**src/sv/acsi_pkg.sv**
```systemverilog
// Shared types and constants for the ANSI CSI terminal parser.
package acsi_pkg;

  // Result kinds carried on out_tuser
  typedef enum logic [2:0] {
    ACT_DRAW  = 3'd0,
    ACT_ERASE = 3'd1,
    ACT_MOVE  = 3'd2,
    ACT_CLEAR = 3'd3,
    ACT_COLOR = 3'd4
  } action_t;

  // Configuration register indexes
  localparam int unsigned CFG_IDX_W = 1;
  typedef logic [CFG_IDX_W-1:0] cfg_idx_t;
  localparam cfg_idx_t REG_DEFAULT_FG = 1'd0;
  localparam cfg_idx_t REG_DEFAULT_BG = 1'd1;

  localparam logic [3:0] DEFAULT_FG_RST = 4'd15;
  localparam logic [3:0] DEFAULT_BG_RST = 4'd1;

  // Stream bytes
  localparam logic [7:0] CH_ESC   = 8'h1B;
  localparam logic [7:0] CH_LBR   = 8'h5B;  // '['
  localparam logic [7:0] CH_LF    = 8'h0A;
  localparam logic [7:0] CH_CR    = 8'h0D;
  localparam logic [7:0] CH_BS    = 8'h08;
  localparam logic [7:0] CH_SEMI  = 8'h3B;  // ';'
  localparam logic [7:0] CH_ZERO  = 8'h30;  // '0'
  localparam logic [7:0] CH_NINE  = 8'h39;  // '9'
  localparam logic [7:0] FINAL_LO = 8'h40;  // '@'
  localparam logic [7:0] FINAL_HI = 8'h7E;  // '~'

  // Final bytes that do something
  localparam logic [7:0] CMD_CUP  = 8'h48;  // 'H'
  localparam logic [7:0] CMD_HVP  = 8'h66;  // 'f'
  localparam logic [7:0] CMD_ED   = 8'h4A;  // 'J'
  localparam logic [7:0] CMD_SGR  = 8'h6D;  // 'm'

  localparam logic [15:0] ED_ALL     = 16'd2;
  localparam logic [15:0] SGR_RESET  = 16'd0;
  localparam logic [15:0] SGR_FG_LO  = 16'd30;
  localparam logic [15:0] SGR_FG_HI  = 16'd37;
  localparam logic [15:0] SGR_BG_LO  = 16'd40;
  localparam logic [15:0] SGR_BG_HI  = 16'd47;
  localparam logic [15:0] PARAM_SAT  = 16'hFFFF;
  localparam logic [7:0]  CURSOR_MAX = 8'd255;

  // Cursor position from a 1-based parameter; zero counts as one.
  function automatic logic [7:0] pos_from_param(input logic [15:0] v);
    logic [15:0] m;
    begin
      m = (v == 16'd0) ? 16'd0 : v - 16'd1;
      pos_from_param = (m > 16'(CURSOR_MAX)) ? CURSOR_MAX : m[7:0];
    end
  endfunction

endpackage

```
**src/sv/acsi_ram.sv**
```systemverilog
// Generic single-write, single-read RAM with registered read data.
module acsi_ram #(
  parameter int WIDTH = 16,
  parameter int DEPTH = 8
) (
  input  logic                     clk,
  input  logic                     we,
  input  logic [$clog2(DEPTH)-1:0] waddr,
  input  logic [WIDTH-1:0]         wdata,
  input  logic [$clog2(DEPTH)-1:0] raddr,
  output logic [WIDTH-1:0]         rdata
);

  logic [WIDTH-1:0] mem [DEPTH];

  always_ff @(posedge clk) begin
    if (we) begin
      mem[waddr] <= wdata;
    end
    rdata <= mem[raddr];
  end

endmodule

```
**src/sv/ansi_csi_terminal_parser.sv**
```systemverilog
// ANSI CSI terminal parser: cursor/color tracking and ESC [ sequence decoding.
//
// channel | dir | handshake          | payload
// --------+-----+--------------------+-------------------------------------------
// in_     | in  | in_tvalid/tready   | tdata: byte_in[7:0]
// out_    | out | out_tvalid/tready  | tdata: char,col,row,fg,bg; tuser: action;
//         |     |                    | tlast: last_of_run
// cfg_    | in  | cfg_we             | cfg_idx selects register, cfg_wdata[3:0]
//
// One byte at a time; in_tready is high only in the idle state. A plain byte
// passes through accept, decode, plain and load; an SGR final walks the
// parameter RAM one entry a cycle, a pace set by the single RAM read port.
// A lone ESC followed by a plain byte gives two beats, the first without tlast.
// The load cycle stalls while the result register holds an untaken beat;
// that register lets the next byte in while a beat waits on out_tready.
// rst_n is synchronous; no clearing pass (parameter valid bits clear at once).
module ansi_csi_terminal_parser
  import acsi_pkg::*;
#(
  parameter int MAX_PARAMS    = 8,
  parameter int MAX_SEQ_BYTES = 32
) (
  input  logic        clk,
  input  logic        rst_n,
  // input stream
  input  logic        in_tvalid,
  output logic        in_tready,
  input  logic [7:0]  in_tdata,   // [7:0] byte_in
  // result stream
  output logic        out_tvalid,
  input  logic        out_tready,
  output logic [31:0] out_tdata,  // [7:0] char_code, [15:8] col, [23:16] row,
                                  // [27:24] fg_color, [31:28] bg_color
  output logic [2:0]  out_tuser,  // [2:0] action
  output logic        out_tlast,  // last_of_run
  // configuration
  input  logic        cfg_we,
  input  cfg_idx_t    cfg_idx,
  input  logic [3:0]  cfg_wdata
);

  localparam int PW = $clog2(MAX_PARAMS);
  localparam int LW = $clog2(MAX_SEQ_BYTES);

  typedef enum logic [1:0] {M_IDLE, M_ESC, M_CSI} mode_t;

  typedef enum logic [3:0] {
    S_IDLE,   // waiting for a byte
    S_DISP,   // decode byte against parse mode
    S_PLAIN,  // plain byte handling
    S_DIG,    // accumulate digit into parameter
    S_HRD0,   // row parameter arrives
    S_HRD1,   // column parameter arrives
    S_JRD,    // erase-display parameter arrives
    S_SGR,    // walk SGR parameters
    S_OUT     // hand result to output register
  } state_t;

  state_t            state_r, state_nxt;
  mode_t             mode_r, mode_nxt;
  logic [7:0]        byte_r, byte_nxt;
  logic [PW-1:0]     pidx_r, pidx_nxt;
  logic [PW-1:0]     cnt_r, cnt_nxt;
  logic [LW-1:0]     len_r, len_nxt;
  logic              bad_r, bad_nxt;
  logic [MAX_PARAMS-1:0] pvalid_r, pvalid_nxt;
  logic              rvalid_r;
  logic [7:0]        col_r, col_nxt, row_r, row_nxt;
  logic [3:0]        fg_r, fg_nxt, bg_r, bg_nxt;
  logic [3:0]        def_fg_r, def_bg_r;
  action_t           res_act_r, res_act_nxt;
  logic [7:0]        res_char_r, res_char_nxt;
  logic              res_last_r, res_last_nxt;
  logic              second_r, second_nxt;
  logic              out_valid_r, out_valid_nxt;
  logic [31:0]       out_data_r, out_data_nxt;
  action_t           out_act_r, out_act_nxt;
  logic              out_last_r, out_last_nxt;

  // parameter RAM port signals
  logic              ram_we;
  logic [15:0]       ram_wdata, ram_rdata, pval;
  logic [PW-1:0]     ram_raddr;

  // decode helpers
  logic              is_digit, is_final, bad_new;
  logic [LW:0]       len_inc;
  logic [19:0]       acc;
  logic [15:0]       sgr_off;

  acsi_ram #(.WIDTH(16), .DEPTH(MAX_PARAMS)) u_params (
    .clk   (clk),
    .we    (ram_we),
    .waddr (pidx_r),
    .wdata (ram_wdata),
    .raddr (ram_raddr),
    .rdata (ram_rdata)
  );

  // never-written entries of the current sequence read as zero
  assign pval = rvalid_r ? ram_rdata : 16'd0;

  assign is_digit = (byte_r >= CH_ZERO) && (byte_r <= CH_NINE);
  assign is_final = (byte_r >= FINAL_LO) && (byte_r <= FINAL_HI);
  assign len_inc  = {1'b0, len_r} + (LW+1)'(1);
  assign bad_new  = bad_r || (len_inc >= (LW+1)'(MAX_SEQ_BYTES));
  assign acc      = 20'(pval) * 20'd10 + 20'(byte_r[3:0]);
  assign ram_wdata = (acc > 20'(PARAM_SAT)) ? PARAM_SAT : acc[15:0];

  always_comb begin
    case (state_r)
      S_DISP:  ram_raddr = is_digit ? pidx_r : '0;
      S_HRD0:  ram_raddr = PW'(1);
      S_SGR:   ram_raddr = cnt_r + PW'(1);
      default: ram_raddr = '0;
    endcase
  end

  always_comb begin
    state_nxt     = state_r;
    mode_nxt      = mode_r;
    byte_nxt      = byte_r;
    pidx_nxt      = pidx_r;
    cnt_nxt       = cnt_r;
    len_nxt       = len_r;
    bad_nxt       = bad_r;
    pvalid_nxt    = pvalid_r;
    col_nxt       = col_r;
    row_nxt       = row_r;
    fg_nxt        = fg_r;
    bg_nxt        = bg_r;
    res_act_nxt   = res_act_r;
    res_char_nxt  = res_char_r;
    res_last_nxt  = res_last_r;
    second_nxt    = second_r;
    out_valid_nxt = out_valid_r && !out_tready;
    out_data_nxt  = out_data_r;
    out_act_nxt   = out_act_r;
    out_last_nxt  = out_last_r;
    ram_we        = 1'b0;
    sgr_off       = 16'd0;

    case (state_r)
      S_IDLE: begin
        if (in_tvalid) begin
          byte_nxt  = in_tdata;
          state_nxt = S_DISP;
        end
      end

      S_DISP: begin
        case (mode_r)
          M_IDLE: begin
            if (byte_r == CH_ESC) begin
              mode_nxt  = M_ESC;
              state_nxt = S_IDLE;
            end else begin
              state_nxt = S_PLAIN;
            end
          end
          M_ESC: begin
            if (byte_r == CH_LBR) begin
              mode_nxt   = M_CSI;
              pvalid_nxt = '0;
              pidx_nxt   = '0;
              len_nxt    = '0;
              bad_nxt    = 1'b0;
              state_nxt  = S_IDLE;
            end else begin
              // lone ESC is drawn; a second ESC opens a new escape
              if (col_r != CURSOR_MAX) col_nxt = col_r + 8'd1;
              res_act_nxt  = ACT_DRAW;
              res_char_nxt = CH_ESC;
              res_last_nxt = (byte_r == CH_ESC);
              second_nxt   = (byte_r != CH_ESC);
              mode_nxt     = (byte_r == CH_ESC) ? M_ESC : M_IDLE;
              state_nxt    = S_OUT;
            end
          end
          M_CSI: begin
            bad_nxt = bad_new;
            if (!bad_new) len_nxt = len_inc[LW-1:0];
            if (is_final) begin
              mode_nxt  = M_IDLE;
              state_nxt = S_IDLE;
              if (!bad_new) begin
                case (byte_r)
                  CMD_CUP, CMD_HVP: state_nxt = S_HRD0;
                  CMD_ED:           state_nxt = S_JRD;
                  CMD_SGR: begin
                    cnt_nxt   = '0;
                    state_nxt = S_SGR;
                  end
                  default:          state_nxt = S_IDLE;
                endcase
              end
            end else if (bad_new) begin
              state_nxt = S_IDLE;
            end else if (is_digit) begin
              state_nxt = S_DIG;
            end else if (byte_r == CH_SEMI) begin
              if (pidx_r == PW'(MAX_PARAMS - 1)) bad_nxt = 1'b1;
              else pidx_nxt = pidx_r + PW'(1);
              state_nxt = S_IDLE;
            end else begin
              bad_nxt   = 1'b1;
              state_nxt = S_IDLE;
            end
          end
          default: state_nxt = S_IDLE;
        endcase
      end

      S_PLAIN: begin
        res_last_nxt = 1'b1;
        res_char_nxt = 8'd0;
        second_nxt   = 1'b0;
        state_nxt    = S_OUT;
        case (byte_r)
          CH_LF: begin
            if (row_r != CURSOR_MAX) row_nxt = row_r + 8'd1;
            col_nxt     = 8'd0;
            res_act_nxt = ACT_MOVE;
          end
          CH_CR: begin
            col_nxt     = 8'd0;
            res_act_nxt = ACT_MOVE;
          end
          CH_BS: begin
            if (col_r == 8'd0) begin
              state_nxt = S_IDLE;
            end else begin
              col_nxt = col_r - 8'd1;
            end
            res_act_nxt = ACT_ERASE;
          end
          default: begin
            if (col_r != CURSOR_MAX) col_nxt = col_r + 8'd1;
            res_act_nxt  = ACT_DRAW;
            res_char_nxt = byte_r;
          end
        endcase
      end

      S_DIG: begin
        ram_we             = 1'b1;
        pvalid_nxt[pidx_r] = 1'b1;
        state_nxt          = S_IDLE;
      end

      S_HRD0: begin
        row_nxt   = pos_from_param(pval);
        state_nxt = S_HRD1;
      end

      S_HRD1: begin
        col_nxt      = pos_from_param(pval);
        res_act_nxt  = ACT_MOVE;
        res_char_nxt = 8'd0;
        res_last_nxt = 1'b1;
        second_nxt   = 1'b0;
        state_nxt    = S_OUT;
      end

      S_JRD: begin
        res_act_nxt  = ACT_CLEAR;
        res_char_nxt = 8'd0;
        res_last_nxt = 1'b1;
        second_nxt   = 1'b0;
        state_nxt    = (pval == ED_ALL) ? S_OUT : S_IDLE;
      end

      S_SGR: begin
        if (pval == SGR_RESET) begin
          fg_nxt = def_fg_r;
          bg_nxt = def_bg_r;
        end else if (pval >= SGR_FG_LO && pval <= SGR_FG_HI) begin
          sgr_off = pval - SGR_FG_LO;
          fg_nxt  = sgr_off[3:0];
        end else if (pval >= SGR_BG_LO && pval <= SGR_BG_HI) begin
          sgr_off = pval - SGR_BG_LO;
          bg_nxt  = sgr_off[3:0];
        end
        if (cnt_r == pidx_r) begin
          res_act_nxt  = ACT_COLOR;
          res_char_nxt = 8'd0;
          res_last_nxt = 1'b1;
          second_nxt   = 1'b0;
          state_nxt    = S_OUT;
        end else begin
          cnt_nxt = cnt_r + PW'(1);
        end
      end

      S_OUT: begin
        if (!out_valid_r || out_tready) begin
          out_valid_nxt = 1'b1;
          out_data_nxt  = {bg_r, fg_r, row_r, col_r, res_char_r};
          out_act_nxt   = res_act_r;
          out_last_nxt  = res_last_r;
          state_nxt     = second_r ? S_PLAIN : S_IDLE;
        end
      end

      default: state_nxt = S_IDLE;
    endcase
  end

  always_ff @(posedge clk) begin
    if (!rst_n) begin
      state_r     <= S_IDLE;
      mode_r      <= M_IDLE;
      pidx_r      <= '0;
      cnt_r       <= '0;
      len_r       <= '0;
      bad_r       <= 1'b0;
      pvalid_r    <= '0;
      rvalid_r    <= 1'b0;
      col_r       <= 8'd0;
      row_r       <= 8'd0;
      fg_r        <= DEFAULT_FG_RST;
      bg_r        <= DEFAULT_BG_RST;
      def_fg_r    <= DEFAULT_FG_RST;
      def_bg_r    <= DEFAULT_BG_RST;
      second_r    <= 1'b0;
      out_valid_r <= 1'b0;
    end else begin
      state_r     <= state_nxt;
      mode_r      <= mode_nxt;
      pidx_r      <= pidx_nxt;
      cnt_r       <= cnt_nxt;
      len_r       <= len_nxt;
      bad_r       <= bad_nxt;
      pvalid_r    <= pvalid_nxt;
      rvalid_r    <= pvalid_r[ram_raddr];
      col_r       <= col_nxt;
      row_r       <= row_nxt;
      fg_r        <= fg_nxt;
      bg_r        <= bg_nxt;
      second_r    <= second_nxt;
      out_valid_r <= out_valid_nxt;
      if (cfg_we) begin
        case (cfg_idx)
          REG_DEFAULT_FG: def_fg_r <= cfg_wdata;
          REG_DEFAULT_BG: def_bg_r <= cfg_wdata;
          default: ;
        endcase
      end
    end
    // payload, no reset
    byte_r     <= byte_nxt;
    res_act_r  <= res_act_nxt;
    res_char_r <= res_char_nxt;
    res_last_r <= res_last_nxt;
    out_data_r <= out_data_nxt;
    out_act_r  <= out_act_nxt;
    out_last_r <= out_last_nxt;
  end

  assign in_tready  = (state_r == S_IDLE);
  assign out_tvalid = out_valid_r;
  assign out_tdata  = out_data_r;
  assign out_tuser  = out_act_r;
  assign out_tlast  = out_last_r;

`ifndef SYNTHESIS
  // no byte is taken while the previous one is still in work
  a_one_byte: assert property (@(posedge clk) disable iff (!rst_n)
    (in_tvalid && in_tready) |=> !in_tready)
    else $error("byte accepted while previous one still in work");

  // the first beat of a two-beat run holds off new input
  a_run_hold: assert property (@(posedge clk) disable iff (!rst_n)
    (out_tvalid && !out_tlast) |-> !in_tready)
    else $error("input open while a run is incomplete");

  // entering a sequence clears the parameter state
  a_csi_clear: assert property (@(posedge clk) disable iff (!rst_n)
    (state_r == S_DISP && mode_r == M_ESC && byte_r == CH_LBR)
      |=> (pvalid_r == '0 && !bad_r && pidx_r == '0 && mode_r == M_CSI))
    else $error("sequence state not cleared on CSI entry");
`endif

endmodule

```
**config.mk**
```make
export PLATFORM = sky130hd
export DESIGN_NAME = ansi_csi_terminal_parser
export DESIGN_NICKNAME = d
export VERILOG_FILES = /design/src/sv/acsi_pkg.sv /design/src/sv/acsi_ram.sv /design/src/sv/ansi_csi_terminal_parser.sv
export SDC_FILE = /design/constraint.sdc
export NUM_CORES = 1
export LEC_CHECK = 0
export BUFFER_PORTS_ARGS = -buffer_cell sky130_fd_sc_hd__buf_4
export CELL_PAD_IN_SITES_DETAIL_PLACEMENT = 0
export CELL_PAD_IN_SITES_GLOBAL_PLACEMENT = 1
export CORE_ASPECT_RATIO = 0.9
export CORE_UTILIZATION = 45
export CTS_CLUSTER_SIZE = 8
export DETAILED_ROUTE_END_ITERATION = 6
export PLACE_DENSITY = 0.78
export REMOVE_ABC_BUFFERS = 1
export SYNTH_ARGS = -nofsm -noshare
export SYNTH_HDL_FRONTEND = slang
export SYNTH_SLANG_ARGS = --single-unit
```
**constraint.sdc**
```tcl
create_clock -name clk -period 5.2 [get_ports clk]
set_input_delay 0.52 -clock clk [delete_from_list [all_inputs] [get_ports clk]]
set_output_delay 0.52 -clock clk [all_outputs]
set_load 0.01 [all_outputs]
```
Yosys cells after proc, flatten, opt, wreduce, memory -nomap -nowiden

Memory sizes are Yosys's and may differ from the RTL's. A register that Yosys moved wholly into a read port is not among the register bits.
Cells that the tools add are included.

Add/sub/neg operators: 10
Multiply operators: 1
Order comparisons: 14
Eq/ne operators: 49
Mux-type cells: 94
Bitwise operators: 2
Reduce and logical (&&, ||, !) cells: 48

Operators with widths:

| operator                | number |
|---|---|
| $mux W8                 | 13 |
| $mux W4                 | 13 |
| $mux W16                | 3 |
| $mux W3                 | 16 |
| $pmux W8 S2             | 3 |
| $eq A8 B7 Y1 const B    | 5 |
| $ne A2 B2 Y1 const B    | 20 |
| $le A16 B6 Y1 const B   | 2 |
| $pmux W4 S8             | 1 |
| $pmux W8 S4             | 1 |
| $eq A8 B4 Y1 const B    | 3 |
| $pmux W8 S3             | 1 |
| $reduce_and A4 Y1       | 6 |
| $add A20 B4 Y20         | 1 |
| $gt A20 B16 Y1 const B  | 1 |
| $mux W1                 | 20 |
| $mul A16 B3 Y19 const B | 1 |
| $pmux W3 S3             | 2 |
| $add A8 B1 Y8 const B   | 2 |
| $eq A16 B2 Y1 const B   | 1 |
| $eq A4 B3 Y1 const B    | 4 |
| $ge A16 B5 Y1 const B   | 1 |
| $ge A16 B6 Y1 const B   | 1 |
| $gt A16 B8 Y1 const B   | 1 |
| other kinds (56)        | 96 |

Flip-flop bits (word level): 117
Memory bits (writable): 128
Input bits: 18
Word-level logic and storage cells: 242
Memories kept: 1

Memory list:

| memory       | depth | bits a word | read ports | clocked after memory_dff | write ports | line           | source |
|---|---|---|---|---|---|---|---|
| u_params.mem | 8     | 16          | 1          | 1                        | 1           | acsi_ram.sv:14 | `logic [WIDTH-1:0] mem [DEPTH];` |

Depth between registers and ports, before layout

Gate-level depths: netlist of run 1.

Depth in word-level cells: 7
Depth in mapped cells: 16

By module

A second synthesis of run 1 with hierarchy kept.

Cell total of the unflattened synthesis: 1,022
Area total of the unflattened synthesis: 12,608.3 um^2

By module, submodules not included:

| module                   | times used | cells each | area each (um^2) | seq. area each (um^2) |
|---|---|---|---|---|
| ansi_csi_terminal_parser | 1          | 808        | 7,314.5          | 2,902.8 |
| acsi_ram                 | 1          | 214        | 5,293.8          | 4,164.0 |

Worst setup path before layout of run 1

Ideal clock, no wire load.

Kind: flip-flop to flip-flop
Start: reg state_r[2]
End: reg out_data_r[0] (netlist: out_tdata[0]) (enable)
Setup time: 0.519 ns
Arrival: 4.248 ns
Required time: 4.681 ns
Slack: 0.433 ns
Cell stages (with the launch flop): 4
Period minus slack after synthesis: 4.767 ns
Path through: dfxtp_1 > clkbuf_1 > buf_1 > nor4_1

Word-level cells in the longest chain between the ends: 2

RTL lines:

| item                               | line                            | source |
|---|---|---|
| from (decl)                        | ansi_csi_terminal_parser.sv:59  | `state_t state_r, state_nxt;` |
| from (signal assigned)             | ansi_csi_terminal_parser.sv:328 | `state_r <= state_nxt;` |
| $eq A4 B4 Y1                       | ansi_csi_terminal_parser.sv:143 | `case (state_r)` |
| $reduce_and A2 Y1 (no source line) | --                              |  |
| to (signal assigned)               | ansi_csi_terminal_parser.sv:355 | `out_data_r <= out_data_nxt;` |
| to (decl)                          | ansi_csi_terminal_parser.sv:76  | `logic [31:0] out_data_r, out_data_nxt;` |

Every way passes these cells.
A chain may end at the register's enable or synchronous reset.

Worst setup path in the final report of run 1

Start: reg rvalid_r
End: mem u_params.mem[7][3], data pin

Word-level cells in the longest chain between the ends: 5

RTL lines:

| item                   | line                            | source |
|---|---|---|
| from (decl)            | ansi_csi_terminal_parser.sv:67  | `logic rvalid_r;` |
| from (signal assigned) | ansi_csi_terminal_parser.sv:335 | `rvalid_r <= pvalid_r[ram_raddr];` |
| $mux W16 *             | ansi_csi_terminal_parser.sv:101 | `assign pval = rvalid_r ? ram_rdata : 16'd0;` |
| $mul A16 B3 Y19 *      | ansi_csi_terminal_parser.sv:107 | `assign acc = 20'(pval) * 20'd10 + 20'(byte_r[3:0]);` |
| $add A20 B4 Y20 *      | ansi_csi_terminal_parser.sv:107 |  |
| $gt A20 B16 Y1         | ansi_csi_terminal_parser.sv:108 | `assign ram_wdata = (acc > 20'(PARAM_SAT)) ? PARAM_SAT : acc[15:0];` |
| $mux W16 *             | ansi_csi_terminal_parser.sv:108 |  |
| named net ram_wdata[3] | ansi_csi_terminal_parser.sv:82  | `logic [15:0] ram_wdata, ram_rdata, pval;` |
| to (decl)              | acsi_ram.sv:14                  |  |

The timed path passes the listed nets; every way through them passes the cells marked *.

==> impl_metrics.ini, run 1 <==
[outcome]
outcome = finished with violations
violations = DRC

[global_route]
grt_pass1_wl_um = 47400
grt_use_total_pct = 20.4
grt_overflow = 0
antenna_found_initial = 0
grt_pass1_vias = 8925
grt_max_degree = 57

[drt]
routed-via-count = 9464
drc = 9
antenna_left = 0
wl_met1_um = 14500
wl_per_cell_um = 17.3
routed_via_density = 5.50
finalWirelength_um = 29800
drt-pass1-iter-count = 7
route.met3.wl_um = 1640
drt-initial-drc-count = 752
top_layer = met4
wl_met2_um = 13100

[yosys]
synth_edf_count = 184
yosysSeqAreaShare_pct = 55.3
async_flop_share_pct = 0
synth_top_area_share_pct = 43.2
yosys_warnings = 0
synth_ff_type = edfxtp_1
synthTopCellsByArea = edfxtp_1 43%, dfxtp_1 12%, nand2_1 7.1%
synth_seq_cells = 261
yosys.area.top_type = edfxtp_1
syn-cell-area_um2 = 12800
synth_cell_types = 81
synthCells = 1286
syn-mean-instance-area_um2 = 9.94

[sta]
min_period_ns = 4.63
post-route-period-util_pct = 89.1
setup_slack_ns = 0.567
worstMarginPinSlew_ns = 0.939
slew_headroom_pct = 37.2
setup_viol = 0
tns_ns = 0
rsz0062_at_grt = false
fin_skew_ns = 0.0305
timing.fmax_mhz = 216
hold_viol = 0
slew_viol_final = 0

[placed_design]
routabilityCongestion = 0.812
numPortBuffers = 55
dpl_worst_slack_ns = 0.651
dp_hpwl_um = 19400
dp_cells = 1652

[setup_path]
worst-path-max-fanout = 22
arrival_ns = 4.78
crit_path_end_kind = register
startpoint_type = register
critPathRequiredTime_ns = 5.35
crit_type = reg -> reg

[cells_and_area]
area_delta_synth_final_pct = 14.9
antenna_cells = 0
final_cells = 1721
drive_gt1_share_pct = 11.2
nets = 1385

[clocking]
cts.repair.resized = 0
clkTransAtPathRegs_ns = 0.05
root_buffer = clkbuf_16
clk_latency_ns = 0.53
cts_tree = done
post_cts.repair.setup_buffers = 0
cts_buffers = 38
clockBufferDepth = 3
cts_sinks = 261
htree_levels = 2
holdBufCountCts = 0

[floorplan]
die_w_um = 180
core_um2 = 27900
die_h_um = 162
fp.dieArea_um2 = 29100
io_pins = 56
row_count = 58
initial_core_util_pct = 45.7

[pwr]
irDropWorstVdd_v = 0.000257
cellLeakagePower_nw = 5.60
powerDensity_nw_per_um2 = 326

[worst_hold_path]
min_path_type = in -> reg

[run]
max_cap_violations = 0
## layout make-up
| type | count | area, µm² |
|---|---|---|
| Sequential cell | 261 | 7070 |
| Tap cell | 360 | 450 |
| Fill cell | 2473 | 13300 |
| Inverter | 21 | 78.8 |
| Timing Repair Buffer | 74 | 556 |
| Multi-Input combinational cell | 936 | 5380 |
| Clock inverter | 3 | 80.1 |
| Clock buffer | 66 | 1070 |
## placed cells by master, fill, tap and decap left out, types with 5 or more instances in the layout
cell       instances
inv_1             20
o31ai_1            5
o21a_1             6
nor2_1           111
mux2i_1           11
a21o_1            13
ha_1              33
nor3_1            22
xor2_1            19
a31oi_1            6
dfxtp_1           77
nand3b_1           7
nand4_1            7
nor4_1             8
o21ai_0           58
or2_2              5
nand2b_1          21
edfxtp_1         184
and2_1            12
xnor2_1           28
buf_4             74
o21bai_1           6
o22ai_1           18
a21oi_1           57
clkbuf_16         38
and3_1            24
nand2_1          242
nor2b_1            6
nand3_1          119
o211ai_1          10
nor3b_1            5
clkbuf_1          27
## cell usage after synthesis, types with 3 or more instances
library cell / instances
nand4_1: 7
xor2_1: 19
o21bai_1: 6
nand2_1: 242
edfxtp_1: 184
mux2i_1: 11
a211oi_2: 3
o211ai_1: 10
nor2_1: 111
buf_1: 8
a21o_1: 14
nor3b_1: 5
nand3_1: 119
o21a_1: 6
nor4_1: 9
o31ai_1: 5
or2_2: 5
o22ai_1: 18
dfxtp_1: 77
and3_1: 24
a31oi_1: 6
nand3b_1: 7
a211oi_1: 4
o41ai_1: 3
ha_1: 33
a22oi_1: 3
o21ai_0: 58
buf_2: 14
nor2b_1: 6
a21oi_1: 59
nor3_1: 24
xnor2_1: 28
o21ai_1: 3
nand2b_1: 21
and2_1: 12
inv_1: 20
clkbuf_1: 43
## stage by stage
step	utilization (%)	hold slack [ns]	instance area, µm²	total power [mW]
after global routing	52.5	0.149	14700	4.95
after floorplan	-	0.400	12500	2.45
after global placement	48.4	0.404	13500	2.53
final	52.5	0.170	14700	4.78
after detailed placement	48.4	0.408	13500	2.53
after CTS	52.5	0.147	14700	4.83
## path summary, 6_finish.rpt
kind | startpoint | endpoint | slack, ns | cells after the start
max reg2reg | rvalid_r$_SDFF_PN0_ | u_params.mem[7][3]$_DFFE_PP_ | 0.57 | 13
max | rvalid_r$_SDFF_PN0_ | u_params.mem[7][3]$_DFFE_PP_ | 0.57 | 13
min | in_tdata[4] | byte_r[4]$_DFFE_PP_ | 0.17 | 1
min reg2reg | res_char_r[4]$_DFFE_PP_ | out_tdata[4]$_DFFE_PP_ | 0.42 | 0
## registers in the layout, summed over array words and instances, names as in the netlist, 3 cells and up
register / cells
u_params.rdata: 16
bg_r: 4
def_fg_r: 4
cnt_r: 3
row_r: 8
out_tdata: 32
def_bg_r: 4
len_r: 5
res_act_r: 3
res_char_r: 8
out_tuser: 3
byte_r: 8
u_params.mem: 128
pidx_r: 3
col_r: 8
state_r: 4
fg_r: 4
pvalid_r: 8
## worst max-delay path, stage by stage (launching register included)
cell	delay, ns
dfxtp_1	0.50
buf_4	0.30
and3_1	0.19
ha_1	0.19
inv_1	0.06
fa_1	0.50
nand2b_1	0.19
nor4_1	0.42
o211ai_1	0.25
nor3_2	0.23
and4bb_2	0.31
nand4_2	0.13
a21oi_4	0.53
o21ai_0	0.47
## where the power goes
group	leakage, nW	internal, mW	switching [mW]	total, mW
clock network	0.540	1.40	0.891	2.29
registers	2.38	2.26	0.0396	2.30
logic	2.68	0.0685	0.122	0.190
## logic make-up after synthesis
logic type               synth area share, %
AO/OA/AOI/OAI                           11.5
XOR/XNOR                                3.22
adder cells (fa/ha/maj)                 3.54
buffers and inverters                   2.90
flip-flops                              55.3
multiplexers                           0.950
AND/OR/NAND/NOR                         22.6
## metal layers
metal | up-vias | global-route usage, %
li1 | 4728 | -
met1 | 4466 | 29.7
met2 | 231 | 31.6
met3 | 39 | 3.23
met4 | 0 | 6.00
met5 | - | 0
Power figures use the tool's default switching activity.
==> run 2, diff against run 1 <==
--- a/config.mk
+++ b/config.mk
@@ -6,13 +6,14 @@
 export NUM_CORES = 1
 export LEC_CHECK = 0
 export BUFFER_PORTS_ARGS = -buffer_cell sky130_fd_sc_hd__buf_4
+export CAP_MARGIN = 20
 export CELL_PAD_IN_SITES_DETAIL_PLACEMENT = 0
 export CELL_PAD_IN_SITES_GLOBAL_PLACEMENT = 1
 export CORE_ASPECT_RATIO = 0.9
-export CORE_UTILIZATION = 45
+export CORE_UTILIZATION = 44
 export CTS_CLUSTER_SIZE = 8
 export DETAILED_ROUTE_END_ITERATION = 6
-export PLACE_DENSITY = 0.78
+export PLACE_DENSITY = 0.8
 export REMOVE_ABC_BUFFERS = 1
 export SYNTH_ARGS = -nofsm -noshare
 export SYNTH_HDL_FRONTEND = slang
==> constraint.sdc (replaced) <==
create_clock -name clk -period 3.95 [get_ports clk]
set_input_delay 0.395 -clock clk [delete_from_list [all_inputs] [get_ports clk]]
set_output_delay 0.395 -clock clk [all_outputs]
set_load 0.01 [all_outputs]
==> run 2 against run 1 <==
Compared with the run above:
- the flow now finishes without violations
- fmax increased by 25%
- worst setup slack got worse by 0.33 ns
- register-to-register slack got worse by 0.33 ns
- critical path type unchanged
- critical endpoint is now u_params.mem[0][4]$_DFFE_PP_
- largest cell class unchanged
==> impl_metrics.ini, run 2 (same netlist as run 1, synthesis figures left out) <==
[global_route]
grt_use_total_pct = 20.2
grt_overflow = 0
grt_pass1_wl_um = 47700
antenna_found_initial = 0
grt_pass1_vias = 8882
grt_max_degree = 37

[drt]
routed_via_density = 5.54
routed-via-count = 9635
drt-pass1-iter-count = 5
finalWirelength_um = 30100
drc = 0
drt-initial-drc-count = 732
wl_per_cell_um = 17.3
antenna_left = 0

[pwr]
p_total_mw = 6.29
p_comb_share_pct = 4.1
cellLeakagePower_nw = 5.68
power_frac_seq_pct = 48.1
irDropWorstVdd_v = 0.000379
p_sw_mw = 1.39
powerDensity_nw_per_um2 = 425
intPower_mw = 4.90
switching_share_pct = 22.1
clockPowerShare_pct = 47.8

[sta]
post-route-period-util_pct = 93.9
hold_viol = 0
slew_viol_final = 0
slew_headroom_pct = 29.0
timing.fmax_mhz = 270
fin_skew_ns = 0.0321
min_period_ns = 3.71
worstMarginPinSlew_ns = 1.06
rsz0062_at_grt = false
setup_viol = 0

[placed_design]
routabilityCongestion = 0.841
dp_hpwl_um = 20300
dp_cells = 1666
dpl_cell_area_um2 = 13600
numPortBuffers = 55

[clocking]
cts_sinks = 261
holdBufCountCts = 0
clkTransAtPathRegs_ns = 0.05
htree_levels = 2
root_buffer = clkbuf_16
clk_latency_ns = 0.54
cts_buffers = 38
clockBufferDepth = 3
cts_tree = done

[setup_path]
critPathRequiredTime_ns = 4.17
crit_top_cell = buf_4
slowest_stage = fa_1
worst-path-max-fanout = 8
crit_path_max_incr_delay_ns = 0.50
crit_type = reg -> reg
ff2ff_setup_slack_ns = 0.24
crit_path_end_kind = register
startpoint_type = register
arrival_ns = 3.93
path_cells = clkinv_1 -> nor2_1 -> ha_1 -> inv_1 -> fa_1 -> nand2b_1 -> nor4_2 -> o211ai_1 -> nor3_2 -> and4bb_2 -> nand4_2 -> a21oi_4 -> buf_4 -> buf_4 -> nand2_1
cp_num_buf_inv = 4
crit_family = simple AND/OR/NAND/NOR gates

[cells_and_area]
drive_gt1_share_pct = 12.3
antenna_cells = 0
max_flop_register = u_params.mem
nets = 1403
fin_area_um2 = 14800
area_delta_synth_final_pct = 15.9
final_cells = 1739
final_common_cell = nand2_1
final_util_pct = 52.4
final_cell_mix = 242 x nand2_1, 184 x edfxtp_1, 119 x nand3_1
largest_reg_flops = 128

[floorplan]
row_count = 58
initial_core_util_pct = 45.3
die_h_um = 164
die_w_um = 182
io_pins = 56
fp.dieArea_um2 = 29700
core_um2 = 28200

[run]
max_cap_violations = 0

[outcome]
outcome = finished, final reports clean

[worst_hold_path]
min_path_type = in -> reg
## run 2: what timing repair did
item	CTS	global route
buffers inserted	0	4
endpoints found under the setup margin	0	128
resized for setup	0	3
## run 2: power by group through the flow
| stage | Combinational (mW) | Clock [mW] | Sequential (mW) |
|---|---|---|---|
| 2_1_floorplan | 0.160 | 0 | 3.06 |
| 3_3_place_gp | 0.252 | 0 | 3.08 |
| 3_5_place_dp | 0.255 | 0 | 3.08 |
| 4_1_cts | 0.257 | 3.06 | 3.02 |
| 5_1_grt | 0.286 | 3.18 | 3.03 |
| 6_report | 0.259 | 3.01 | 3.03 |
## run 2: path summary, 6_finish.rpt
kind,cells past startpoint,start,endpoint
worst max-delay path,15,rvalid_r$_SDFF_PN0_,u_params.mem[0][4]$_DFFE_PP_
worst min-delay path,1,in_tdata[2],byte_r[2]$_DFFE_PP_
worst max register to register,15,rvalid_r$_SDFF_PN0_,u_params.mem[0][4]$_DFFE_PP_
worst min register to register,0,res_last_r$_SDFFCE_PP1P_,out_tlast$_DFFE_PP_
## run 2: area by class of cell
class | instances | area (µm²)
Clock buffer | 66 | 1060
Clock inverter | 3 | 80.1
Fill cell | 2493 | 13400
Inverter | 21 | 78.8
Multi-Input combinational cell | 936 | 5380
Sequential cell | 261 | 7070
Tap cell | 360 | 450
Timing Repair Buffer | 92 | 691
## run 2: routing by layer
layer  wire length (µm)  GRT usage, %
met5                  0         0.167
met4                439          4.82
met3               1670          3.55
met2              13700          31.9
met1              14300          28.8
## run 2: through the flow
step / hold slack, ns / worst slack, ns / setup TNS, ns
2_1_floorplan: 0.400 / -0.676 / -45.80
3_3_place_gp: 0.402 / 0.178 / 0
3_5_place_dp: 0.405 / 0.0246 / 0
4_1_cts: 0.0281 / 0.0140 / 0
5_1_grt: 0.0275 / 0.00275 / 0
6_report: 0.0426 / 0.240 / 0
## run 2: worst register-to-register path: stages (launching register included)
cell      delay, ns
dfxtp_1        0.42
clkinv_1       0.12
nor2_1         0.13
ha_1           0.19
inv_1          0.06
fa_1           0.50
nand2b_1       0.20
nor4_2         0.30
o211ai_1       0.21
nor3_2         0.22
and4bb_2       0.30
nand4_2        0.13
a21oi_4        0.15
buf_4          0.20
buf_4          0.14
nand2_1        0.16
